## src/rtl/core/mch_pkg.sv

```systemverilog
// ----------------------------------------------------------------------------
// Magnetometer calibration package
// Widths, command codes and the arctangent table shared by the core modules.
// ----------------------------------------------------------------------------
package mch_pkg;

    localparam int SAMPLE_BITS_DEF      = 13;
    localparam int SCALE_FRAC_BITS_DEF  = 12;
    localparam int ANGLE_ITERATIONS_DEF = 16;

    localparam int OUT_BITS   = 18;
    localparam int HEAD_BITS  = 15;
    localparam int SCALE_BITS = 16;
    localparam int ANGLE_BITS = 34;
    localparam int TURN_UNITS = 23040;
    localparam int AXES       = 3;

    typedef enum logic [1:0] {
        CMD_TRACK    = 2'd0,
        CMD_FINALIZE = 2'd1,
        CMD_HEADING  = 2'd2,
        CMD_CLEAR    = 2'd3
    } cmd_t;

    // Arctangent of 2^-i in 1/65536 degree.
    function automatic logic [21:0] arc_of(input logic [4:0] i);
        logic [21:0] r;
        begin
            case (i)
                5'd0:  r = 22'd2949120;
                5'd1:  r = 22'd1740967;
                5'd2:  r = 22'd919879;
                5'd3:  r = 22'd466945;
                5'd4:  r = 22'd234379;
                5'd5:  r = 22'd117304;
                5'd6:  r = 22'd58666;
                5'd7:  r = 22'd29335;
                5'd8:  r = 22'd14668;
                5'd9:  r = 22'd7334;
                5'd10: r = 22'd3667;
                5'd11: r = 22'd1833;
                5'd12: r = 22'd917;
                5'd13: r = 22'd458;
                5'd14: r = 22'd229;
                5'd15: r = 22'd115;
                5'd16: r = 22'd57;
                5'd17: r = 22'd29;
                5'd18: r = 22'd14;
                5'd19: r = 22'd7;
                5'd20: r = 22'd4;
                5'd21: r = 22'd2;
                5'd22: r = 22'd1;
                default: r = 22'd0;
            endcase
            return r;
        end
    endfunction

endpackage

```

## src/rtl/core/mch_lane.sv

```systemverilog
// ----------------------------------------------------------------------------
// Magnetometer calibration axis lane
// One axis: min/max tracking, finalize divider and sample correction.
// ----------------------------------------------------------------------------
module mch_lane #(
    parameter int SAMPLE_BITS     = mch_pkg::SAMPLE_BITS_DEF,
    parameter int SCALE_FRAC_BITS = mch_pkg::SCALE_FRAC_BITS_DEF
) (
    input  logic                                clk,
    input  logic                                rst_n,
    input  logic                                clear_store,
    input  logic                                track,
    input  logic                                div_start,
    input  logic [SAMPLE_BITS+1:0]              span_sum,
    input  logic                                corr_start,
    input  logic                                calibrated,
    input  logic signed [SAMPLE_BITS-1:0]       sample,
    output logic [SAMPLE_BITS:0]                span,
    output logic signed [mch_pkg::OUT_BITS-1:0] corrected
);

    localparam int SB   = SAMPLE_BITS;
    localparam int NUMW = SB + 2 + SCALE_FRAC_BITS;
    localparam int DENW = SB + 3;
    localparam int CNTW = $clog2(NUMW + 1);
    localparam int DW   = SB + 2;
    localparam int PW   = DW + mch_pkg::SCALE_BITS;
    localparam logic signed [SB-1:0] SMAX = {1'b0, {(SB-1){1'b1}}};
    localparam logic signed [SB-1:0] SMIN = {1'b1, {(SB-1){1'b0}}};
    localparam logic [mch_pkg::SCALE_BITS-1:0] UNITY =
        mch_pkg::SCALE_BITS'(1 << SCALE_FRAC_BITS);

    logic signed [SB-1:0] min_reg, max_reg;
    logic signed [SB:0]   offd_reg;
    logic [mch_pkg::SCALE_BITS-1:0] scale_reg;
    logic [NUMW-1:0] rem_num_reg, rem_num_next;
    logic [DENW:0]   rem_reg, rem_next;
    logic [NUMW-1:0] quo_reg, quo_next;
    logic [DENW-1:0] den_reg;
    logic [CNTW-1:0] cnt_reg;
    logic            busy_reg;
    logic [DENW:0]   trial;
    logic signed [DW-1:0] d;
    logic [DW-1:0]   dmag;
    logic [PW-1:0]   prod_reg;
    logic            dneg_reg;
    logic [PW-1:0]   mag;
    logic signed [mch_pkg::OUT_BITS:0] q;

    assign span = (SB+1)'($signed({max_reg[SB-1], max_reg}) - $signed({min_reg[SB-1], min_reg}));

    // Restoring divide, one quotient bit per cycle.
    always_comb
    begin
        trial        = {rem_reg[DENW-1:0], rem_num_reg[NUMW-1]};
        rem_next     = trial;
        quo_next     = {quo_reg[NUMW-2:0], 1'b0};
        rem_num_next = {rem_num_reg[NUMW-2:0], 1'b0};
        if (trial >= {1'b0, den_reg})
        begin
            rem_next    = trial - {1'b0, den_reg};
            quo_next[0] = 1'b1;
        end
    end

    always_ff @(posedge clk or negedge rst_n)
    begin
        if (!rst_n)
        begin
            min_reg   <= SMAX;
            max_reg   <= SMIN;
            offd_reg  <= '0;
            scale_reg <= UNITY;
            busy_reg  <= 1'b0;
            cnt_reg   <= '0;
        end
        else if (clear_store)
        begin
            min_reg   <= SMAX;
            max_reg   <= SMIN;
            offd_reg  <= '0;
            scale_reg <= UNITY;
            busy_reg  <= 1'b0;
        end
        else
        begin
            if (track)
            begin
                if (sample < min_reg) min_reg <= sample;
                if (sample > max_reg) max_reg <= sample;
            end
            if (div_start)
            begin
                offd_reg    <= (SB+1)'($signed(max_reg) + $signed(min_reg));
                rem_num_reg <= NUMW'({span_sum, {SCALE_FRAC_BITS{1'b0}}});
                rem_reg     <= '0;
                quo_reg     <= '0;
                den_reg     <= DENW'(span) + DENW'({span, 1'b0});
                cnt_reg     <= CNTW'(NUMW);
                busy_reg    <= 1'b1;
            end
            else if (busy_reg)
            begin
                rem_reg     <= rem_next;
                quo_reg     <= quo_next;
                rem_num_reg <= rem_num_next;
                cnt_reg     <= cnt_reg - 1'b1;
                if (cnt_reg == CNTW'(1))
                begin
                    busy_reg <= 1'b0;
                    if (den_reg == '0 || quo_next > NUMW'(16'hFFFF))
                        scale_reg <= 16'hFFFF;
                    else
                        scale_reg <= quo_next[mch_pkg::SCALE_BITS-1:0];
                end
            end
        end
    end

    assign d    = DW'($signed({sample, 1'b0})) - DW'(offd_reg);
    assign dmag = d[DW-1] ? DW'(-d) : DW'(d);

    // Product registered, then shifted, saturated and signed.
    always_ff @(posedge clk)
    begin
        if (corr_start)
        begin
            prod_reg <= PW'(dmag) * PW'(scale_reg);
            dneg_reg <= d[DW-1];
        end
    end

    always_comb
    begin
        mag = prod_reg >> (SCALE_FRAC_BITS + 1);
        if (mag > PW'(131072)) mag = PW'(131072);
        q = dneg_reg ? -$signed({1'b0, mag[mch_pkg::OUT_BITS-1:0]})
                     : $signed({1'b0, mag[mch_pkg::OUT_BITS-1:0]});
        if (!dneg_reg && mag == PW'(131072)) q = 19'sd131071;
    end

    always_ff @(posedge clk)
    begin
        if (corr_start)
            corrected <= calibrated ? '0 : mch_pkg::OUT_BITS'(sample);
        else if (calibrated)
            corrected <= q[mch_pkg::OUT_BITS-1:0];
    end

endmodule

```

## src/rtl/core/mch_cordic.sv

```systemverilog
// ----------------------------------------------------------------------------
// Magnetometer heading CORDIC
// Iterative vectoring CORDIC giving atan2 in 1/64 degree within one turn.
// ----------------------------------------------------------------------------
module mch_cordic #(
    parameter int ANGLE_ITERATIONS = mch_pkg::ANGLE_ITERATIONS_DEF
) (
    input  logic                                 clk,
    input  logic                                 rst_n,
    input  logic                                 start,
    input  logic signed [mch_pkg::OUT_BITS:0]    a,
    input  logic signed [mch_pkg::OUT_BITS:0]    b,
    output logic                                 done,
    output logic [mch_pkg::HEAD_BITS-1:0]        angle
);

    localparam int VW = mch_pkg::OUT_BITS + 12;
    localparam int AW = mch_pkg::ANGLE_BITS;
    localparam int IW = $clog2(ANGLE_ITERATIONS + 1);

    logic signed [VW-1:0] x_reg, y_reg, sx, sy;
    logic signed [AW-1:0] z_reg, hz;
    logic [IW-1:0]        i_reg;
    logic                 busy_reg, zero_reg, done_reg;
    logic signed [VW-1:0] x0, y0;
    logic signed [AW-1:0] h;

    assign x0 = VW'(b) <<< 8;
    assign y0 = VW'(a) <<< 8;
    assign sx = x_reg >>> i_reg;
    assign sy = y_reg >>> i_reg;
    assign hz = (z_reg + AW'(512)) >>> 10;

    always_comb
    begin
        h = hz;
        if (h < 0) h = h + AW'(mch_pkg::TURN_UNITS);
        if (h >= AW'(mch_pkg::TURN_UNITS)) h = h - AW'(mch_pkg::TURN_UNITS);
    end

    assign done  = done_reg;
    assign angle = zero_reg ? '0 : h[mch_pkg::HEAD_BITS-1:0];

    always_ff @(posedge clk or negedge rst_n)
    begin
        if (!rst_n)
        begin
            busy_reg <= 1'b0;
            done_reg <= 1'b0;
            i_reg    <= '0;
        end
        else
        begin
            done_reg <= 1'b0;
            if (start)
            begin
                busy_reg <= 1'b1;
                i_reg    <= '0;
                zero_reg <= (a == '0) && (b == '0);
                if (x0 < 0)
                begin
                    x_reg <= -x0;
                    y_reg <= -y0;
                    z_reg <= (y0 >= 0) ? AW'(180 * 65536) : -AW'(180 * 65536);
                end
                else
                begin
                    x_reg <= x0;
                    y_reg <= y0;
                    z_reg <= '0;
                end
            end
            else if (busy_reg)
            begin
                if (y_reg > 0)
                begin
                    x_reg <= x_reg + sy;
                    y_reg <= y_reg - sx;
                    z_reg <= z_reg + AW'(mch_pkg::arc_of(5'(i_reg)));
                end
                else
                begin
                    x_reg <= x_reg - sy;
                    y_reg <= y_reg + sx;
                    z_reg <= z_reg - AW'(mch_pkg::arc_of(5'(i_reg)));
                end
                i_reg <= i_reg + 1'b1;
                if (i_reg == IW'(ANGLE_ITERATIONS - 1))
                begin
                    busy_reg <= 1'b0;
                    done_reg <= 1'b1;
                end
            end
        end
    end

endmodule

```

## src/rtl/core/magnetometer_calibration_heading_core.sv

```systemverilog
// ----------------------------------------------------------------------------
// Magnetometer calibration and heading core
// Hard/soft-iron calibration of a three-axis sample and tilt-free heading.
// ----------------------------------------------------------------------------
// One beat in carries a command and a sample; one beat out follows. Track,
// clear and a finalize with nothing tracked pass through the correction,
// multiply and output states. A finalize that divides first waits on the
// bit-serial divider in each of the three axis lanes. Heading also runs the
// shared iterative CORDIC. The result beat shows up in the same cycle that
// the next input beat can first be taken. One item is worked at a time, and
// the input also stalls while a result waits on out_stall.
module magnetometer_calibration_heading_core #(
    parameter int SAMPLE_BITS      = mch_pkg::SAMPLE_BITS_DEF,
    parameter int SCALE_FRAC_BITS  = mch_pkg::SCALE_FRAC_BITS_DEF,
    parameter int ANGLE_ITERATIONS = mch_pkg::ANGLE_ITERATIONS_DEF
) (
    input  logic                                 clk,
    input  logic                                 rst_n,
    input  logic                                 cfg_valid,
    output logic                                 cfg_ready,
    input  logic                                 cfg_data,
    input  logic                                 in_valid,
    output logic                                 in_stall,
    input  logic [1:0]                           cmd,
    input  logic signed [SAMPLE_BITS-1:0]        sample_x,
    input  logic signed [SAMPLE_BITS-1:0]        sample_y,
    input  logic signed [SAMPLE_BITS-1:0]        sample_z,
    output logic                                 out_valid,
    input  logic                                 out_stall,
    output logic [mch_pkg::HEAD_BITS-1:0]        heading,
    output logic                                 heading_valid,
    output logic                                 is_calibrated,
    output logic signed [mch_pkg::OUT_BITS-1:0]  corrected_x,
    output logic signed [mch_pkg::OUT_BITS-1:0]  corrected_y,
    output logic signed [mch_pkg::OUT_BITS-1:0]  corrected_z
);

    localparam int DIVW = SAMPLE_BITS + 2 + SCALE_FRAC_BITS + 2;
    localparam int CW   = $clog2(DIVW + 1);

    typedef enum logic [2:0] {
        S_IDLE, S_DIV, S_CORR, S_MULT, S_ANGLE, S_OUT
    } state_t;

    state_t state_reg;
    logic [CW-1:0] wait_reg;
    logic [1:0] cmd_reg;
    logic signed [SAMPLE_BITS-1:0] sx_reg, sy_reg, sz_reg;
    logic sel_reg, cal_reg, seen_reg;
    logic accept, clr, trk, dstart, cstart, astart, adone;
    logic [SAMPLE_BITS:0] span_x, span_y, span_z;
    logic [SAMPLE_BITS+1:0] ssum;
    logic signed [mch_pkg::OUT_BITS-1:0] cx, cy, cz;
    logic signed [mch_pkg::OUT_BITS:0] ang_a, ang_b;
    logic [mch_pkg::HEAD_BITS-1:0] ang;

    assign cfg_ready = (state_reg == S_IDLE);
    assign in_stall  = (state_reg != S_IDLE) || (out_valid && out_stall);
    assign accept    = in_valid && !in_stall;

    assign clr    = (state_reg == S_CORR) && (cmd_reg == mch_pkg::CMD_CLEAR) && (wait_reg == '0);
    assign trk    = (state_reg == S_CORR) && (cmd_reg == mch_pkg::CMD_TRACK) && (wait_reg == '0);
    assign dstart = (state_reg == S_DIV) && (wait_reg == CW'(DIVW));
    assign cstart = (state_reg == S_CORR) && (wait_reg == CW'(1));
    assign astart = (state_reg == S_ANGLE) && (wait_reg == '0);
    assign ssum   = (SAMPLE_BITS+2)'(span_x) + (SAMPLE_BITS+2)'(span_y)
                  + (SAMPLE_BITS+2)'(span_z);

    mch_lane #(.SAMPLE_BITS(SAMPLE_BITS), .SCALE_FRAC_BITS(SCALE_FRAC_BITS)) u_lane_x (
        .clk(clk), .rst_n(rst_n), .clear_store(clr), .track(trk), .div_start(dstart),
        .span_sum(ssum), .corr_start(cstart), .calibrated(cal_reg), .sample(sx_reg),
        .span(span_x), .corrected(cx));
    mch_lane #(.SAMPLE_BITS(SAMPLE_BITS), .SCALE_FRAC_BITS(SCALE_FRAC_BITS)) u_lane_y (
        .clk(clk), .rst_n(rst_n), .clear_store(clr), .track(trk), .div_start(dstart),
        .span_sum(ssum), .corr_start(cstart), .calibrated(cal_reg), .sample(sy_reg),
        .span(span_y), .corrected(cy));
    mch_lane #(.SAMPLE_BITS(SAMPLE_BITS), .SCALE_FRAC_BITS(SCALE_FRAC_BITS)) u_lane_z (
        .clk(clk), .rst_n(rst_n), .clear_store(clr), .track(trk), .div_start(dstart),
        .span_sum(ssum), .corr_start(cstart), .calibrated(cal_reg), .sample(sz_reg),
        .span(span_z), .corrected(cz));

    // The merge stage picks the axis pair and hands atan2(a, b) to the CORDIC.
    assign ang_a = sel_reg ? (mch_pkg::OUT_BITS+1)'(cx) : (mch_pkg::OUT_BITS+1)'(cy);
    assign ang_b = sel_reg ? -(mch_pkg::OUT_BITS+1)'(cy) : -(mch_pkg::OUT_BITS+1)'(cz);

    mch_cordic #(.ANGLE_ITERATIONS(ANGLE_ITERATIONS)) u_cordic (
        .clk(clk), .rst_n(rst_n), .start(astart), .a(ang_a), .b(ang_b),
        .done(adone), .angle(ang));

    always_ff @(posedge clk or negedge rst_n)
    begin
        if (!rst_n)
        begin
            state_reg <= S_IDLE;
            wait_reg  <= '0;
            sel_reg   <= 1'b1;
            cal_reg   <= 1'b0;
            seen_reg  <= 1'b0;
            out_valid <= 1'b0;
        end
        else
        begin
            if (out_valid && !out_stall && state_reg != S_OUT)
                out_valid <= 1'b0;
            if (cfg_valid && cfg_ready)
                sel_reg <= cfg_data;
            unique case (state_reg)
                S_IDLE:
                begin
                    if (accept)
                    begin
                        cmd_reg <= cmd;
                        sx_reg  <= sample_x;
                        sy_reg  <= sample_y;
                        sz_reg  <= sample_z;
                        if (cmd == mch_pkg::CMD_FINALIZE && seen_reg)
                        begin
                            state_reg <= S_DIV;
                            wait_reg  <= CW'(DIVW);
                        end
                        else
                        begin
                            state_reg <= S_CORR;
                            wait_reg  <= '0;
                        end
                    end
                end
                S_DIV:
                begin
                    if (wait_reg == '0)
                    begin
                        cal_reg   <= 1'b1;
                        state_reg <= S_CORR;
                    end
                    else
                        wait_reg <= wait_reg - 1'b1;
                end
                S_CORR:
                begin
                    if (wait_reg == '0)
                    begin
                        if (clr)
                        begin
                            cal_reg  <= 1'b0;
                            seen_reg <= 1'b0;
                        end
                        if (trk)
                            seen_reg <= 1'b1;
                        wait_reg <= CW'(1);
                    end
                    else
                        state_reg <= S_MULT;
                end
                S_MULT:
                begin
                    wait_reg  <= '0;
                    state_reg <= (cmd_reg == mch_pkg::CMD_HEADING) ? S_ANGLE : S_OUT;
                end
                S_ANGLE:
                begin
                    wait_reg <= CW'(1);
                    if (adone)
                        state_reg <= S_OUT;
                end
                S_OUT:
                begin
                    if (!out_valid || !out_stall)
                    begin
                        out_valid     <= 1'b1;
                        heading       <= (cmd_reg == mch_pkg::CMD_HEADING) ? ang : '0;
                        heading_valid <= (cmd_reg == mch_pkg::CMD_HEADING);
                        is_calibrated <= cal_reg;
                        corrected_x   <= cx;
                        corrected_y   <= cy;
                        corrected_z   <= cz;
                        state_reg     <= S_IDLE;
                    end
                end
                default: state_reg <= S_IDLE;
            endcase
        end
    end

endmodule

```

## config.mk

```make
export PLATFORM = sky130hd
export DESIGN_NAME = magnetometer_calibration_heading_core
export DESIGN_NICKNAME = d
export VERILOG_FILES = /design/src/rtl/core/mch_pkg.sv /design/src/rtl/core/mch_lane.sv /design/src/rtl/core/mch_cordic.sv /design/src/rtl/core/magnetometer_calibration_heading_core.sv
export SDC_FILE = /design/constraint.sdc
export NUM_CORES = 2
export LEC_CHECK = 0
export BUFFER_PORTS_ARGS = -buffer_cell sky130_fd_sc_hd__buf_2
export CORE_ASPECT_RATIO = 0.6
export CORE_MARGIN = 2
export CORE_UTILIZATION = 65
export CTS_CLUSTER_DIAMETER = 50
export DETAILED_ROUTE_END_ITERATION = 16
export PLACE_DENSITY = 0.8
export SETUP_SLACK_MARGIN = 0.02
export SKIP_CTS_REPAIR_TIMING = 1
export SLEW_MARGIN = 20
export SYNTH_ARGS = -nofsm -noshare
export SYNTH_HDL_FRONTEND = slang
export SYNTH_SLANG_ARGS = --single-unit
```

## constraint.sdc

```tcl
create_clock -name clk -period 23.3 [get_ports clk]
set_clock_uncertainty 0.1 [all_clocks]
set_input_delay 2.33 -clock clk [delete_from_list [all_inputs] [get_ports clk]]
set_output_delay 2.33 -clock clk [all_outputs]
set_load 0.05 [all_outputs]
```

; ---- Word level (Yosys, flattened, before mapping)
; Memory sizes are Yosys's and may differ from the RTL's.
; Cells that the tools add are included.
; W data, S select, Z words.
[totals]
reg_bits = 814
rom_bits = 1408
inputBits = 47
output_inout_bits = 74
wordCells = 393
memories = 2
[mem_list]
columns = memory, words, word_bits, rd, rd_ports_with_merged_regs, wr, line
row1 = (name not given), 32, 22, 1, 0, 0, mch_pkg.sv:29  ; case (i)
row2 = (name not given), 32, 22, 1, 0, 0, mch_pkg.sv:29
[classes]
addsub = 41
multipliers = 3
order_cmp = 20
eq_ne = 27
shift = 2
mux = 148
bitwise_logic = 2
n_reduce_logical = 83
[op_table]
columns = operator, n
row1 = $mux W16, 21
row2 = $mux W18, 18
row3 = $mux W30, 8
row4 = $mux W13, 18
row5 = $mux W34, 6
row6 = $mux W27, 6
row7 = $mux W22, 6
row8 = $mul A15 B16 Y31, 3
row9 = $mux W14, 6
row10 = $gt A27 B16 Y1 const B, 3
row11 = $mux W26, 3
row12 = $add A30 B30 Y30, 2
row13 = $mux W15, 4
row14 = $mux W5, 12
row15 = $neg A27 Y30, 2
row16 = $sshr A30 B5 Y30, 2
row17 = $sub A30 B30 Y30, 2
row18 = $eq A18 B18 Y1 const B, 3
row19 = $gt A18 B18 Y1 const B, 3
row20 = $neg A18 Y18, 3
row21 = $ge A17 B16 Y1, 3
row22 = $add A14 B15 Y16, 3
row23 = $logic_not A16 Y1, 3
row24 = $sub A16 B16 Y16, 3
row25 = 55 further kinds, 183

; ---- Logic depth before layout (Yosys ltp)
[depth]
ltp_word = 9
depth_mapped = 38
mapped_depth_nobuf = 37

; ---- Cells and area by module
; From an unflattened synthesis, not the netlist that was laid out.
[unflattened]
hier_cells = 8639
hier_area_um2 = 80493.4
[modules_own_cells]
columns = mod, n_inst, cells_each, area_per_inst_um2, seq_area_each_um2
row1 = mch_lane (u_lane_y), 1, 2227, 20319.5, 4872.2
row2 = mch_lane (u_lane_x), 1, 1969, 18736.7, 4872.2
row3 = mch_lane (u_lane_z), 1, 1982, 18690.4, 4872.2
row4 = mch_cordic, 1, 1969, 16447.0, 3027.9
row5 = magnetometer_calibration_heading_core, 1, 492, 6299.8, 3664.8

; ---- Worst setup path after synthesis
; No wires, ideal clock.
[synth_path]
path_kind = input-to-reg
from = input rst_n
to = register u_cordic.x_reg[0] (enable)
setup_ps = 691
t_arrival_ps = 9148
required_ps = 22509
setup_slack_ps = 13360
cell_stages = 1
n_path_buf = 0
cell_sequence = a21boi_0
[synth_between]
elab_chain_len = 1
[synth_rtl]
columns = item, line
row1 = "start, declared", magnetometer_calibration_heading_core.sv:18  ; input logic rst_n,
row2 = $reduce_and A2 Y1 (no line), --
row3 = "end signal, assigned", mch_cordic.sv:62  ; x_reg <= -x0;
row4 = "end signal, assigned", mch_cordic.sv:77  ; x_reg <= x_reg + sy;
row5 = "end signal, assigned", mch_cordic.sv:83  ; x_reg <= x_reg - sy;
row6 = "end, declared", mch_cordic.sv:21  ; logic signed [VW-1:0] x_reg, y_reg, sx, sy;
; Every way passes these cells.
; A chain may end at the register's enable or synchronous reset.

; ---- Worst setup path after layout
[layout_path]
from = register sx_reg[0]
to = register u_lane_x.prod_reg[29], data pin
[layout_between]
elab_chain_len = 4
[layout_rtl]
columns = item, line
row1 = "start, declared", magnetometer_calibration_heading_core.sv:48  ; logic signed [SAMPLE_BITS-1:0] sx_reg, sy_reg, sz_reg;
row2 = "start signal, assigned", magnetometer_calibration_heading_core.sv:113  ; sx_reg <= sample_x;
row3 = $sub A14 B14 Y15 (*), mch_lane.sv:120  ; assign d = DW'($signed({sample, 1'b0})) - DW'(offd_reg);
row4 = $neg A15 Y15, mch_lane.sv:121  ; assign dmag = d[DW-1] ? DW'(-d) : DW'(d);
row5 = $mux W15 (*), mch_lane.sv:121
row6 = $mul A15 B16 Y31 (*), mch_lane.sv:128  ; prod_reg <= PW'(dmag) * PW'(scale_reg);
row7 = "end signal, assigned", mch_lane.sv:128
row8 = "end, declared", mch_lane.sv:45  ; logic [PW-1:0] prod_reg;
; Every way passes the cells marked *; elsewhere a longest branch is shown, timed or not.

==> results.tsv <==
stage	metric	value	unit
global_route	GRT Util Overall	36.58	%
worst_setup_path	crit start category	flip-flop	
synth	Distinct cells, synth	105	
timing	Max-Slew Margin vs Limit	21.75	%
synth	EDFF count, synth	537	
floorplan	CORE AREA	117000	um2
floorplan	die area	121100	um2
synth	Synth Cell Area	76880	um2
floorplan	initial core utilization	65.71	%
worst_setup_path	CP Capture Type	flip-flop	
layout	Layout Nets	9536	
worst_setup_path	worst flop-to-flop path endpoint	u_lane_x.prod_reg[29]	
timing	Fin. Hold Viols	0	
synth	Synth Warn #	0	
placement	Detailed Place HPWL	166100	um
worst_setup_path	crit-path max cell delay	800	ps
drt	Vias/cell	6.337	
layout	fraction of layout cells with a size suffix above 1	7.440	%
worst_setup_path	worst reg2reg startpoint	sx_reg[0]	
drt	Iteration-0 DRC Markers	7140	
floorplan	Die W	448.0	um
timing	TNS Setup	0	ps
power	P per Cell Area	168.3	nW/um2
worst_setup_path	r2r worst-path depth	31	
synth	Yosys reg bits	742	
cts	root buf cell	clkbuf_16	
timing	Final Setup Violations	0	
synth	ys async rst share	27.63	%
layout	Fillers	8783	
cts	Clock transition at path regs	70	ps
global_route	pin count of the biggest net entering global routing	107	
power	Peak VDD IR	0.1813	mV
layout	Layout Utilization	70.06	%
drt	vias post-DR	62630	
synth	Main synth FF type	edfxtp_1	
synth	average cell area after synthesis	9.296	um2
drt	Antenna Nets Post-Route	0	
cts	CTS tree	done	
cts	Longest Clk Path Bufs	3	
synth	Syn Nets	9585	
timing	crit path time final	10240	ps
worst_setup_path	crit path to	u_lane_x.prod_reg[29]	
synth	Yosys top cell area share	20.97	%
global_route	layer with the highest usage	met1	
worst_setup_path	Required @ worst endpoint	23680	ps
cts	H-tree Lvls	3	
synth	register area share after synthesis	27.72	%
worst_setup_path	slowest CP cell	nor3b_2	
floorplan	Rows	97	
worst_setup_path	CP Class	reg2reg	
synth	leading area contributor after synthesis	edfxtp_1	
layout	P&R area growth vs syn	6.624	%
synth	synth top area cells	edfxtp_1 21%, fa_1 15%, ha_1 11%, dfrtp_1 5.3%, inv_1 4.9%	
cts	TritonCTS sink count	742	
worst_setup_path	Worst Path Max Fanout	16	
cts	Worst-Skew Late Latency	720	ps
synth	most frequent cell after synthesis	inv_1	
worst_setup_path	CP arrival	10620	ps
worst_setup_path	most used cell, CP	fa_1	
synth	Syn Inst Count	8270	
floorplan	IO Pins	121	
floorplan	Die Y	270.4	um
global_route	initial antenna violation count	8	
power	Pleak	37.46	nW
global_route	met2 Use GR	50.28	%
timing	Fmax	97.63	MHz
cts	cts bufs inserted	84	
placement	PortBufs	120	
layout	max reg flops	34	
drt	wire per inst	22.33	um
synth	synth cell count leaders	1,002 x inv_1, 885 x nand2_1, 698 x ha_1	
timing	Tcrit/Tclk final	43.96	%
timing	actual slew at the worst max-slew pin	1168	ps
global_route	M1 GR Usage	55.51	%
global_route	global-route wire length before repair	347300	um
global_route	GR Layer Usage met3	11.42	%
timing	Slew Viols, Final	0	
placement	GP Congestion	1.001	
drt	final WL	220700	um
timing	RSZ-0062 raised after global routing	no	
drt	first drt pass iteration count	6	
worst_setup_path	crit path launch	sx_reg[0]	
outcome	status	finished clean	
hold_path	HP Class	reg2reg	
worst_setup_path	flop2flop setup slack	13060	ps
global_route	total congestion overflow	0	
drt	DRC errors left	0	
flow_run	Max Cap Viol	0	
global_route	vias in the first global route	61110	
-- worst max-delay path: cells and delay by family (launching register included) --
kind	cells	cell delay (ps)
compound gates	9	2030
xor+xnor	2	280
fa+ha+maj	8	3910
buf+inv	3	150
flops	1	450
simple gates	9	3110
-- per-stage QoR --
step / cells / power, mW / area, um2 / hold WS [ps] / worst slack, ps
5_1_grt: 9877 / 14.84 / 81960 / 398.0 / 12410
6_report: 9882 / 13.80 / 81970 / 388.3 / 13060
2_1_floorplan: 8270 / 9.639 / 76880 / 316.8 / 13360
3_5_place_dp: 9718 / 12.01 / 79030 / 372.9 / 12740
4_1_cts: 9876 / 13.54 / 81910 / 387.5 / 12770
3_3_place_gp: 9718 / 11.70 / 79020 / 361.4 / 12730
-- how the worst min path moves through the flow --
stage	startpoint	slack, ps	end	cells past startpoint
after floorplan	u_lane_x.corrected[3]	320	corrected_x[3]	0
after global placement	seen_reg	360	seen_reg	2
after detailed placement	seen_reg	370	seen_reg	2
after CTS	seen_reg	390	seen_reg	2
after global routing	u_lane_x.corrected[4]	400	corrected_x[4]	0
final	seen_reg	390	seen_reg	2
-- metal layers --
metal  vias up  share of wire, %
met5         -            0.0050
met3       354                14
li1      28220                 -
met1     30460                43
met4         2               2.4
met2      3584                40
-- cell type report --
type / instances / area, um2 / share of cell area, %
multi-input combinational: 6176 / 50700 / 61.85
timing repair buffer: 208 / 1291 / 1.575
clock buffer: 101 / 2176 / 2.654
clock inverter: 57 / 704.4 / 0.8593
tap: 1584 / 1982 / 2.418
sequential: 742 / 21320 / 26.01
antenna: 5 / 12.51 / 0.01526
inverter: 1009 / 3790 / 4.623
-- where the power goes --
part / switching (mW) / internal (mW) / leakage [nW]
Clock: 0.631 / 0.779 / 1.39
Sequential: 0.508 / 2.17 / 7.62
Combinational: 5.79 / 3.92 / 28.4
-- placed cells by master (no fill, tap or decap), types with 22 or more instances in the layout --
master / instances
fa_1: 570
mux2_2: 24
a31oi_1: 67
o21ai_0: 432
a21boi_0: 34
o31ai_1: 76
nor4_1: 59
nor3_1: 145
nor2b_1: 82
a21o_1: 185
nand2_1: 884
a211oi_1: 56
clkbuf_16: 84
o211ai_1: 22
xnor2_1: 306
or3_1: 43
nand3_1: 124
ha_1: 698
nor2_1: 522
nand2b_1: 89
o22ai_1: 26
a21oi_1: 478
buf_4: 86
o21a_1: 46
o21bai_1: 42
buf_2: 119
and2_1: 341
and3_1: 43
mux4_2: 76
edfxtp_1: 537
inv_1: 1002
mux2i_1: 102
dfstp_2: 43
xor2_1: 175
dfrtp_1: 157
nand4_1: 53
-- kinds of logic after synthesis --
logic type      Yosys count  synth area share (%)
fa+ha+maj              1268                 26.20
mux                     210                 4.139
xor+xnor                498                 5.683
simple gates           2507                 15.61
flops                   742                 27.72
compound gates         1693                 13.90
buf+inv                1352                 6.751
No activity file was read; power rests on OpenSTA's default activity.
